==> config.mk <==
export PLATFORM = sky130hd
export DESIGN_NAME = method_descriptor_type_parser_top
export DESIGN_NICKNAME = d
export VERILOG_FILES = /design/src/sv/mdtp_pkg.sv /design/src/sv/method_descriptor_type_parser_top.sv
export SDC_FILE = /design/constraint.sdc
export NUM_CORES = 1
export LEC_CHECK = 0
export BUFFER_PORTS_ARGS = -buffer_cell sky130_fd_sc_hd__buf_2
export CORE_MARGIN = 3
export CORE_UTILIZATION = 57
export CTS_CLUSTER_DIAMETER = 50
export DETAILED_ROUTE_END_ITERATION = 12
export GPL_TIMING_DRIVEN = 0
export PLACE_DENSITY_LB_ADDON = 0.05
export SETUP_SLACK_MARGIN = 0.05
export SLEW_MARGIN = 20
export SYNTH_ARGS = -nofsm -noshare
export SYNTH_HDL_FRONTEND = slang
export SYNTH_SLANG_ARGS = --single-unit
==> constraint.sdc <==
create_clock -name clk -period 3.56 [get_ports clk]
set_input_delay 0 -clock clk [delete_from_list [all_inputs] [get_ports clk]]
set_output_delay 0 -clock clk [all_outputs]
set_load 0.01 [all_outputs]
==> src/sv/mdtp_pkg.sv <==
// Package for the method descriptor type parser.
// Parse mode codes, character constants, type codes and the primitive lookup.
// No dependencies.
package mdtp_pkg;

	// Parse mode codes
	localparam logic [2:0] MODE_PARAM  = 3'd0;
	localparam logic [2:0] MODE_ARRAY  = 3'd1;
	localparam logic [2:0] MODE_CLASS  = 3'd2;
	localparam logic [2:0] MODE_RETURN = 3'd3;
	localparam logic [2:0] MODE_DONE   = 3'd4;

	// Descriptor characters
	localparam logic [7:0] CH_RPAREN = 8'h29; // ')'
	localparam logic [7:0] CH_SEMI   = 8'h3B; // ';'
	localparam logic [7:0] CH_LBRACK = 8'h5B; // '['
	localparam logic [7:0] CH_L      = 8'h4C; // 'L'
	localparam logic [7:0] CH_V      = 8'h56; // 'V'
	localparam logic [7:0] CH_B      = 8'h42;
	localparam logic [7:0] CH_C      = 8'h43;
	localparam logic [7:0] CH_D      = 8'h44;
	localparam logic [7:0] CH_F      = 8'h46;
	localparam logic [7:0] CH_I      = 8'h49;
	localparam logic [7:0] CH_J      = 8'h4A;
	localparam logic [7:0] CH_S      = 8'h53;
	localparam logic [7:0] CH_Z      = 8'h5A;

	// Type codes
	localparam logic [3:0] TC_BYTE    = 4'd0;
	localparam logic [3:0] TC_CHAR    = 4'd1;
	localparam logic [3:0] TC_DOUBLE  = 4'd2;
	localparam logic [3:0] TC_FLOAT   = 4'd3;
	localparam logic [3:0] TC_INT     = 4'd4;
	localparam logic [3:0] TC_LONG    = 4'd5;
	localparam logic [3:0] TC_SHORT   = 4'd6;
	localparam logic [3:0] TC_BOOLEAN = 4'd7;
	localparam logic [3:0] TC_ARRAY   = 4'd8;
	localparam logic [3:0] TC_OBJECT  = 4'd9;
	localparam logic [3:0] TC_VOID    = 4'd10;
	localparam logic [3:0] TC_NONE    = 4'd15;

	localparam logic [7:0] COUNT_MAX = 8'd255;

	// Primitive letter to type code, TC_NONE when not a primitive
	function automatic logic [3:0] primitive_code(input logic [7:0] c);
		logic [3:0] code;
		case (c)
			CH_B:    code = TC_BYTE;
			CH_C:    code = TC_CHAR;
			CH_D:    code = TC_DOUBLE;
			CH_F:    code = TC_FLOAT;
			CH_I:    code = TC_INT;
			CH_J:    code = TC_LONG;
			CH_S:    code = TC_SHORT;
			CH_Z:    code = TC_BOOLEAN;
			default: code = TC_NONE;
		endcase
		return code;
	endfunction

endpackage

==> src/sv/method_descriptor_type_parser_top.sv <==
// Method descriptor type parser, top level.
// Input register, one step of mode logic, result register. Uses mdtp_pkg.
//
//  channel | handshake            | payload
//  --------+----------------------+----------------------------------
//  in      | in_valid / in_ready  | char_code[7:0], start_flag
//  out     | out_valid / out_ready| type_code[3:0], param_index[7:0],
//          |                      | is_return
//
// One character per cycle while no result waits on out_ready. A character
// is held in the input register and any result goes to the result register.
// The mode and count registers step once per character in the input stage.
// arst_n clears the mode to the parameter region, the count to zero and both
// valid flags. A stalled result holds only the characters that would emit a
// result; characters with no result keep flowing.
module method_descriptor_type_parser_top
	import mdtp_pkg::*;
(
	input  logic       clk,
	input  logic       arst_n,
	input  logic       in_valid,
	output logic       in_ready,
	input  logic [7:0] char_code,
	input  logic       start_flag,
	output logic       out_valid,
	input  logic       out_ready,
	output logic [3:0] type_code,
	output logic [7:0] param_index,
	output logic       is_return
);

	// Input stage
	logic       valid_s1;
	logic [7:0] char_s1;
	logic       start_s1;

	// Parser state
	logic [2:0] mode_q;
	logic [7:0] count_q;

	// Result register
	logic       out_valid_q;
	logic [3:0] type_q;
	logic [7:0] index_q;
	logic       ret_q;

	// Step logic
	logic [2:0] mode_eff;
	logic [7:0] count_eff;
	logic [2:0] mode_nx;
	logic [7:0] count_nx;
	logic       emit;
	logic       emit_ret;
	logic [3:0] emit_code;
	logic [3:0] prim;
	logic       adv_s1;
	logic       out_free;

	// Start flag restarts the parse on this same character
	always_comb begin
		mode_eff  = start_s1 ? MODE_PARAM : mode_q;
		count_eff = start_s1 ? 8'd0 : count_q;
		prim      = primitive_code(char_s1);
		mode_nx   = mode_eff;
		count_nx  = count_eff;
		emit      = 1'b0;
		emit_ret  = 1'b0;
		emit_code = TC_NONE;
		case (mode_eff)
			MODE_PARAM: begin
				if (char_s1 == CH_RPAREN) begin
					mode_nx = MODE_RETURN;
				end else if (char_s1 == CH_LBRACK) begin
					mode_nx   = MODE_ARRAY;
					emit      = 1'b1;
					emit_code = TC_ARRAY;
				end else if (char_s1 == CH_L) begin
					mode_nx   = MODE_CLASS;
					emit      = 1'b1;
					emit_code = TC_OBJECT;
				end else if (prim != TC_NONE) begin
					emit      = 1'b1;
					emit_code = prim;
				end
				if (emit && count_eff != COUNT_MAX) begin
					count_nx = count_eff + 8'd1;
				end
			end
			MODE_ARRAY: begin
				// component after the brackets is consumed; a class name is skipped
				if (char_s1 != CH_LBRACK) begin
					mode_nx = (char_s1 == CH_L) ? MODE_CLASS : MODE_PARAM;
				end
			end
			MODE_CLASS: begin
				if (char_s1 == CH_SEMI) begin
					mode_nx = MODE_PARAM;
				end
			end
			MODE_RETURN: begin
				if (char_s1 == CH_V) begin
					emit_code = TC_VOID;
				end else if (char_s1 == CH_LBRACK || char_s1 == CH_L) begin
					emit_code = TC_OBJECT;
				end else begin
					emit_code = prim;
				end
				if (emit_code != TC_NONE) begin
					emit     = 1'b1;
					emit_ret = 1'b1;
					mode_nx  = MODE_DONE;
				end
			end
			default: begin
				// done: ignore everything until a start
			end
		endcase
	end

	// Handshake
	assign out_free = !out_valid_q || out_ready;
	assign adv_s1   = valid_s1 && (!emit || out_free);
	assign in_ready = !valid_s1 || adv_s1;

	// Input register
	always_ff @(posedge clk or negedge arst_n) begin
		if (!arst_n) begin
			valid_s1 <= 1'b0;
		end else if (in_ready) begin
			valid_s1 <= in_valid;
		end
	end

	always_ff @(posedge clk) begin
		if (in_valid && in_ready) begin
			char_s1  <= char_code;
			start_s1 <= start_flag;
		end
	end

	// Parser state advances once per character
	always_ff @(posedge clk or negedge arst_n) begin
		if (!arst_n) begin
			mode_q  <= MODE_PARAM;
			count_q <= 8'd0;
		end else if (adv_s1) begin
			mode_q  <= mode_nx;
			count_q <= count_nx;
		end
	end

	// Result register
	always_ff @(posedge clk or negedge arst_n) begin
		if (!arst_n) begin
			out_valid_q <= 1'b0;
		end else if (out_free) begin
			out_valid_q <= adv_s1 && emit;
		end
	end

	always_ff @(posedge clk) begin
		if (adv_s1 && emit) begin
			type_q  <= emit_code;
			index_q <= emit_ret ? 8'd0 : count_eff;
			ret_q   <= emit_ret;
		end
	end

	assign out_valid   = out_valid_q;
	assign type_code   = type_q;
	assign param_index = index_q;
	assign is_return   = ret_q;

	// Checks
	a_ret_index_zero: assert property (@(posedge clk) disable iff (!arst_n)
		out_valid_q && ret_q |-> index_q == 8'd0)
		else $error("return result with nonzero index");

	a_ret_then_done: assert property (@(posedge clk) disable iff (!arst_n)
		adv_s1 && emit_ret |=> mode_q == MODE_DONE)
		else $error("parser not done after return type");

	a_code_range: assert property (@(posedge clk) disable iff (!arst_n)
		out_valid_q |-> type_q <= TC_VOID)
		else $error("type code out of range");

	a_done_silent: assert property (@(posedge clk) disable iff (!arst_n)
		valid_s1 && !start_s1 && mode_q == MODE_DONE |-> !emit)
		else $error("result emitted after descriptor end");

endmodule
### Yosys cells after proc, flatten, opt, wreduce, memory -nomap -nowiden

Index checks and enable logic that the tools add are counted.

* bits in writable memories: 0
* memories kept: 0
* bits in latches: 0
* flip-flop bits (word level): 35
* memory bits (read-only): 0

* mux-type cells: 29
* bitwise logic cells: 0
* shift-type cells: 0
* $mul: 0
* reductions and logical operators: 12
* equality and inequality tests: 20
* add/sub/neg operators: 1
* divide/modulo/power cells: 0
* $lt $le $gt $ge: 0

Operator list (count)
* $eq A8 B7 Y1 const B: 11
* $pmux W4 S8: 1
* $mux W4: 7
* $mux W8: 3
* $mux W3: 7
* $eq A8 B6 Y1 const B: 2
* $pmux W3 S4: 1
* $add A8 B1 Y8 const B: 1
* $ne A4 B4 Y1 const B: 2
* $ne A8 B7 Y1 const B: 1
* $ne A8 B8 Y1 const B: 1
* $pmux W4 S2: 1
* $mux W1: 7
* $eq A3 B2 Y1 const B: 2
* $logic_and A1 B1 Y1: 4
* $logic_or A1 B1 Y1: 4
* $eq A3 B1 Y1 const B: 1
* $logic_not A1 Y1: 3
* $logic_not A3 Y1: 1
* $mux W2: 1
* $pmux W1 S2: 1

### Logic depth before layout (Yosys ltp)

* depth after elaboration: 14
* depth in mapped cells: 10
* gate-level depth less buffers: 8

### Least setup slack after synthesis

OpenSTA, ideal clock, no wires.

* kind: flip-flop to flip-flop
* start: reg start_s1
* end: reg count_q[7]
* library setup time: 80 ps
* data required time: 3480 ps
* cell stages (with the launch flop): 10
* path buffers: 2
* arrival: 2711 ps
* clock period less this slack: 2791 ps
* slack: 769 ps
* cell sequence: edfxtp_1 > clkdlybuf4s50_2 > clkbuf_1 > nor2b_1 > ha_1 > nand4_1 > nor3_1 > or4_4 > or4_4 > o211ai_2

RTL lines
* start: declaration: line method_descriptor_type_parser_top.sv:35 `logic start_s1;`
* start signal: assignment: line method_descriptor_type_parser_top.sv:137 `start_s1 <= start_flag;`
* $mux W8 (*): line method_descriptor_type_parser_top.sv:62 `count_eff = start_s1 ? 8'd0 : count_q;`
* via count_eff[1]: line method_descriptor_type_parser_top.sv:49 `logic [7:0] count_eff;`
* branches (longest 2 deep; another with $add A8 B1 Y8)
* $mux W8 (*): line method_descriptor_type_parser_top.sv:85 `if (emit && count_eff != COUNT_MAX) begin`
* $mux W8 (*): line method_descriptor_type_parser_top.sv:69 `case (mode_eff)`
* end signal: assignment: line method_descriptor_type_parser_top.sv:148 `count_q <= count_nx;`
* end: declaration: line method_descriptor_type_parser_top.sv:39 `logic [7:0] count_q;`

Mark *: on every way through the listed nets, which the timed path passes.
A chain may end at the register's enable or synchronous reset.

### Worst setup path after layout

* start: reg start_s1
* end: reg count_q[4]

The elaborated chain is that of the path after synthesis.

==> results.json <==
{
  "final-setup-viol-count": 0,
  "synthesis.nets": 212,
  "cp_slowest_cell": "clkdlybuf4s50_2",
  "wire_per_inst_microns": 15.5,
  "vias": 1759,
  "cts_sinks": 35,
  "fin_crit_ns": 3.23,
  "area_delta_synth_final_pct": 18.3,
  "power_frac_comb": 0.115,
  "layout_common_cells": "buf_2 (27), edfxtp_1 (22), nand2_1 (14)",
  "clkPwrFrac": 0.331,
  "slowest_delay_ns": 0.65,
  "min_path_type": "in2reg",
  "grt_pass1_vias": 1732,
  "cp-start-kind": "flip-flop",
  "final_cell_area_sq_mm": 0.00245,
  "cp_data_arrival_time_ns": 3.46,
  "dp_hpwl_microns": 3160,
  "rsz0062_at_grt": "false",
  "first_iter_violations": 139,
  "synth_fa_ha_area_frac": 0.00604,
  "ctsLongestPathBuffers": 2,
  "fin_nets": 257,
  "mostFrequentLayoutCell": "buf_2",
  "synth-edff-count": 22,
  "drive_gt1_frac": 0.234,
  "cts-buffers-inserted": 5,
  "grt_usage": 0.232,
  "grt_antenna_before_repair": 0,
  "synth_area_sq_mm": 0.00207,
  "ant_nets": 0,
  "total_power_uw": 833,
  "insertion_delay_ns": 0.33,
  "ys.flop_type": "edfxtp_1",
  "worstPathMaxFanout": 10,
  "power_switching_uw": 200,
  "cts_tree": "done",
  "remaining_drc_errors": 0,
  "grt_pass1_wl_microns": 7780,
  "coreArea_sq_mm": 0.00342,
  "yosysSeqAreaShare": 0.476,
  "max_slew.worst_pin.slew_ns": 0.779,
  "synth_warnings": 0,
  "chipHeight_microns": 66.3,
  "synthXorXnorAreaFrac": 0,
  "finalHoldViolCount": 0,
  "path_class": "reg2reg",
  "routed_wl_microns": 4500,
  "switching_share": 0.240,
  "n_antenna_cell": 0,
  "synth.area.mux_share": 0.0199,
  "grt_max_degree": 14,
  "tns_ns": 0,
  "viasPerCell": 6.07,
  "synth_compound_area_frac": 0.182,
  "seqPwrFrac": 0.554,
  "synthSimpleGateAreaFrac": 0.281,
  "clockRootBuffer": "clkbuf_4",
  "crit_chain": "clkdlybuf4s50_2 > clkbuf_2 > nor2b_1 > ha_1 > nand4_1 > nor3_1 > or2_2 > nor2_1 > and4_1 > a221o_1",
  "max_slew_margin": 0.477,
  "clk_pin_slew_ns": 0.11,
  "first_pass_iters": 4,
  "ys_types": 63,
  "power.density_mw_per_mm2": 339,
  "synth-async-reset-ratio": 0.371,
  "place_area_sq_mm": 0.00227,
  "internal-power_uw": 633,
  "ys_ff_latch": 35,
  "synth_top_family_by_area": "simple AND/OR/NAND/NOR gates",
  "power_leakage_uw": 0.000956,
  "cp-end-kind": "flip-flop",
  "portBuffers": 27,
  "drv_cap": 0,
  "synthCells": 198,
  "fp-row-count": 21,
  "finClkSkew_ns": 0.00853,
  "dieArea_sq_mm": 0.00440,
  "cts_max_level": 2,
  "boundaryPins": 28,
  "die_width_microns": 66.3,
  "gp_congestion": 0.881,
  "avgSynthCellArea_sq_um": 10.5,
  "slew_violations": 0,
  "run_status": "finished, final reports clean",
  "grt_overflow": 0,
  "clock.fmax_mhz": 310,
  "period_share": 0.907,
  "ir_worst_vdd_mv": 0.195,
  "start_util": 0.607,
  "worstPathRequired_ns": 3.79
}
==> registers in the layout (all words and copies together), names as in the netlist <==
register and count:
out_valid 1, is_return 1, type_code 4, char_s1 8, start_s1 1, count_q 8
valid_s1 1, mode_q 3, param_index 8
==> power groups by stage <==
stage	combinational [uW]	clock (uW)	sequential (uW)
6_report	95.8	276	461
5_1_grt	106	301	464
4_1_cts	94.4	284	461
3_5_place_dp	84.6	0	470
3_3_place_gp	80.6	0	468
2_1_floorplan	59.3	0	467
==> cell usage after synthesis, types with 2 or more instances <==
library cell,count,area share
nand4_1,2,0.0060
o31ai_1,2,0.0072
a21oi_1,8,0.019
and3_1,3,0.0091
nand2b_1,5,0.015
mux2i_1,3,0.014
or3_1,2,0.0060
nand3_1,6,0.014
or4_4,2,0.011
o211ai_1,2,0.0072
clkbuf_1,5,0.0091
nor4_1,3,0.0091
and2_1,6,0.018
or2_2,2,0.0060
nor2b_1,8,0.024
a211o_1,2,0.0085
inv_1,7,0.013
nand2_1,14,0.025
or2b_1,2,0.0072
nor3_1,6,0.014
o21ai_0,12,0.029
nor3b_1,5,0.018
nor2_1,13,0.024
nand3b_1,4,0.014
o22a_1,2,0.0085
dfrtp_1,13,0.16
clkbuf_2,2,0.0048
edfxtp_1,22,0.32
==> critical path: cells and delay by family, from the launching register on <==
family | cells | cell delay, ns
flops | 1 | 0.52
compound gates | 1 | 0.29
simple gates | 6 | 1.12
buf+inv | 2 | 0.89
fa+ha+maj | 1 | 0.30
==> routing by layer <==
| layer | track usage | share of wire |
|---|---|---|
| met1 | 0.305 | 0.43 |
| met3 | 0.0493 | 0.071 |
| met5 | 0 | 0 |
| met4 | 0.0787 | 0.013 |
| met2 | 0.379 | 0.48 |
==> logic make-up after synthesis <==
kind of cell / after synthesis
flip-flops: 35
buffers and inverters: 16
adder cells (fa/ha/maj): 1
multiplexers: 4
AO/OA/AOI/OAI: 47
AND/OR/NAND/NOR: 95
==> per-stage QoR <==
step / cells / util / hold slack [ns] / setup slack [ns]
after detailed placement: 271 / 0.663 / -0.0914 / 0.318
after floorplan: 198 / - / -0.296 / 0.769
final: 290 / 0.718 / 0.0772 / 0.331
after global placement: 271 / 0.663 / -0.0965 / 0.368
after global routing: 290 / 0.718 / 0.0936 / 0.192
after CTS: 290 / 0.718 / 0.0580 / 0.291
==> final timing paths <==
path | from | end | slack, ns | cells past startpoint
max | start_s1$_DFFE_PP_ | count_q[4]$_DFFE_PN0P_ | 0.33 | 10
min | out_ready | out_valid$_DFFE_PN0P_ | 0.08 | 3
max reg2reg | start_s1$_DFFE_PP_ | count_q[4]$_DFFE_PN0P_ | 0.33 | 10
min reg2reg | count_q[1]$_DFFE_PN0P_ | count_q[1]$_DFFE_PN0P_ | 0.53 | 1
max in group asynchronous | arst_n | mode_q[0]$_DFFE_PN0P_ | 3.22 | 2
min in group asynchronous | arst_n | count_q[4]$_DFFE_PN0P_ | 0.09 | 2
==> repair_timing <==
item                                   in CTS  in global routing
setup endpoints to repair                   0                  2
setup buffers                               0                  0
hold buffers                               11                  0
gates resized for setup                     0                  2
endpoints found under the hold margin      23                  0
==> area by class of cell <==
cell class	instances	area [sq um]
Clock inverter	3	38.8
Multi-Input combinational cell	147	1010
Tap cell	46	57.6
Buffer	9	48.8
Fill cell	252	962
Timing Repair Buffer	38	245
Clock buffer	5	37.5
Sequential cell	35	986
Inverter	7	26.3
No activity file was read; power rests on OpenSTA's default activity.
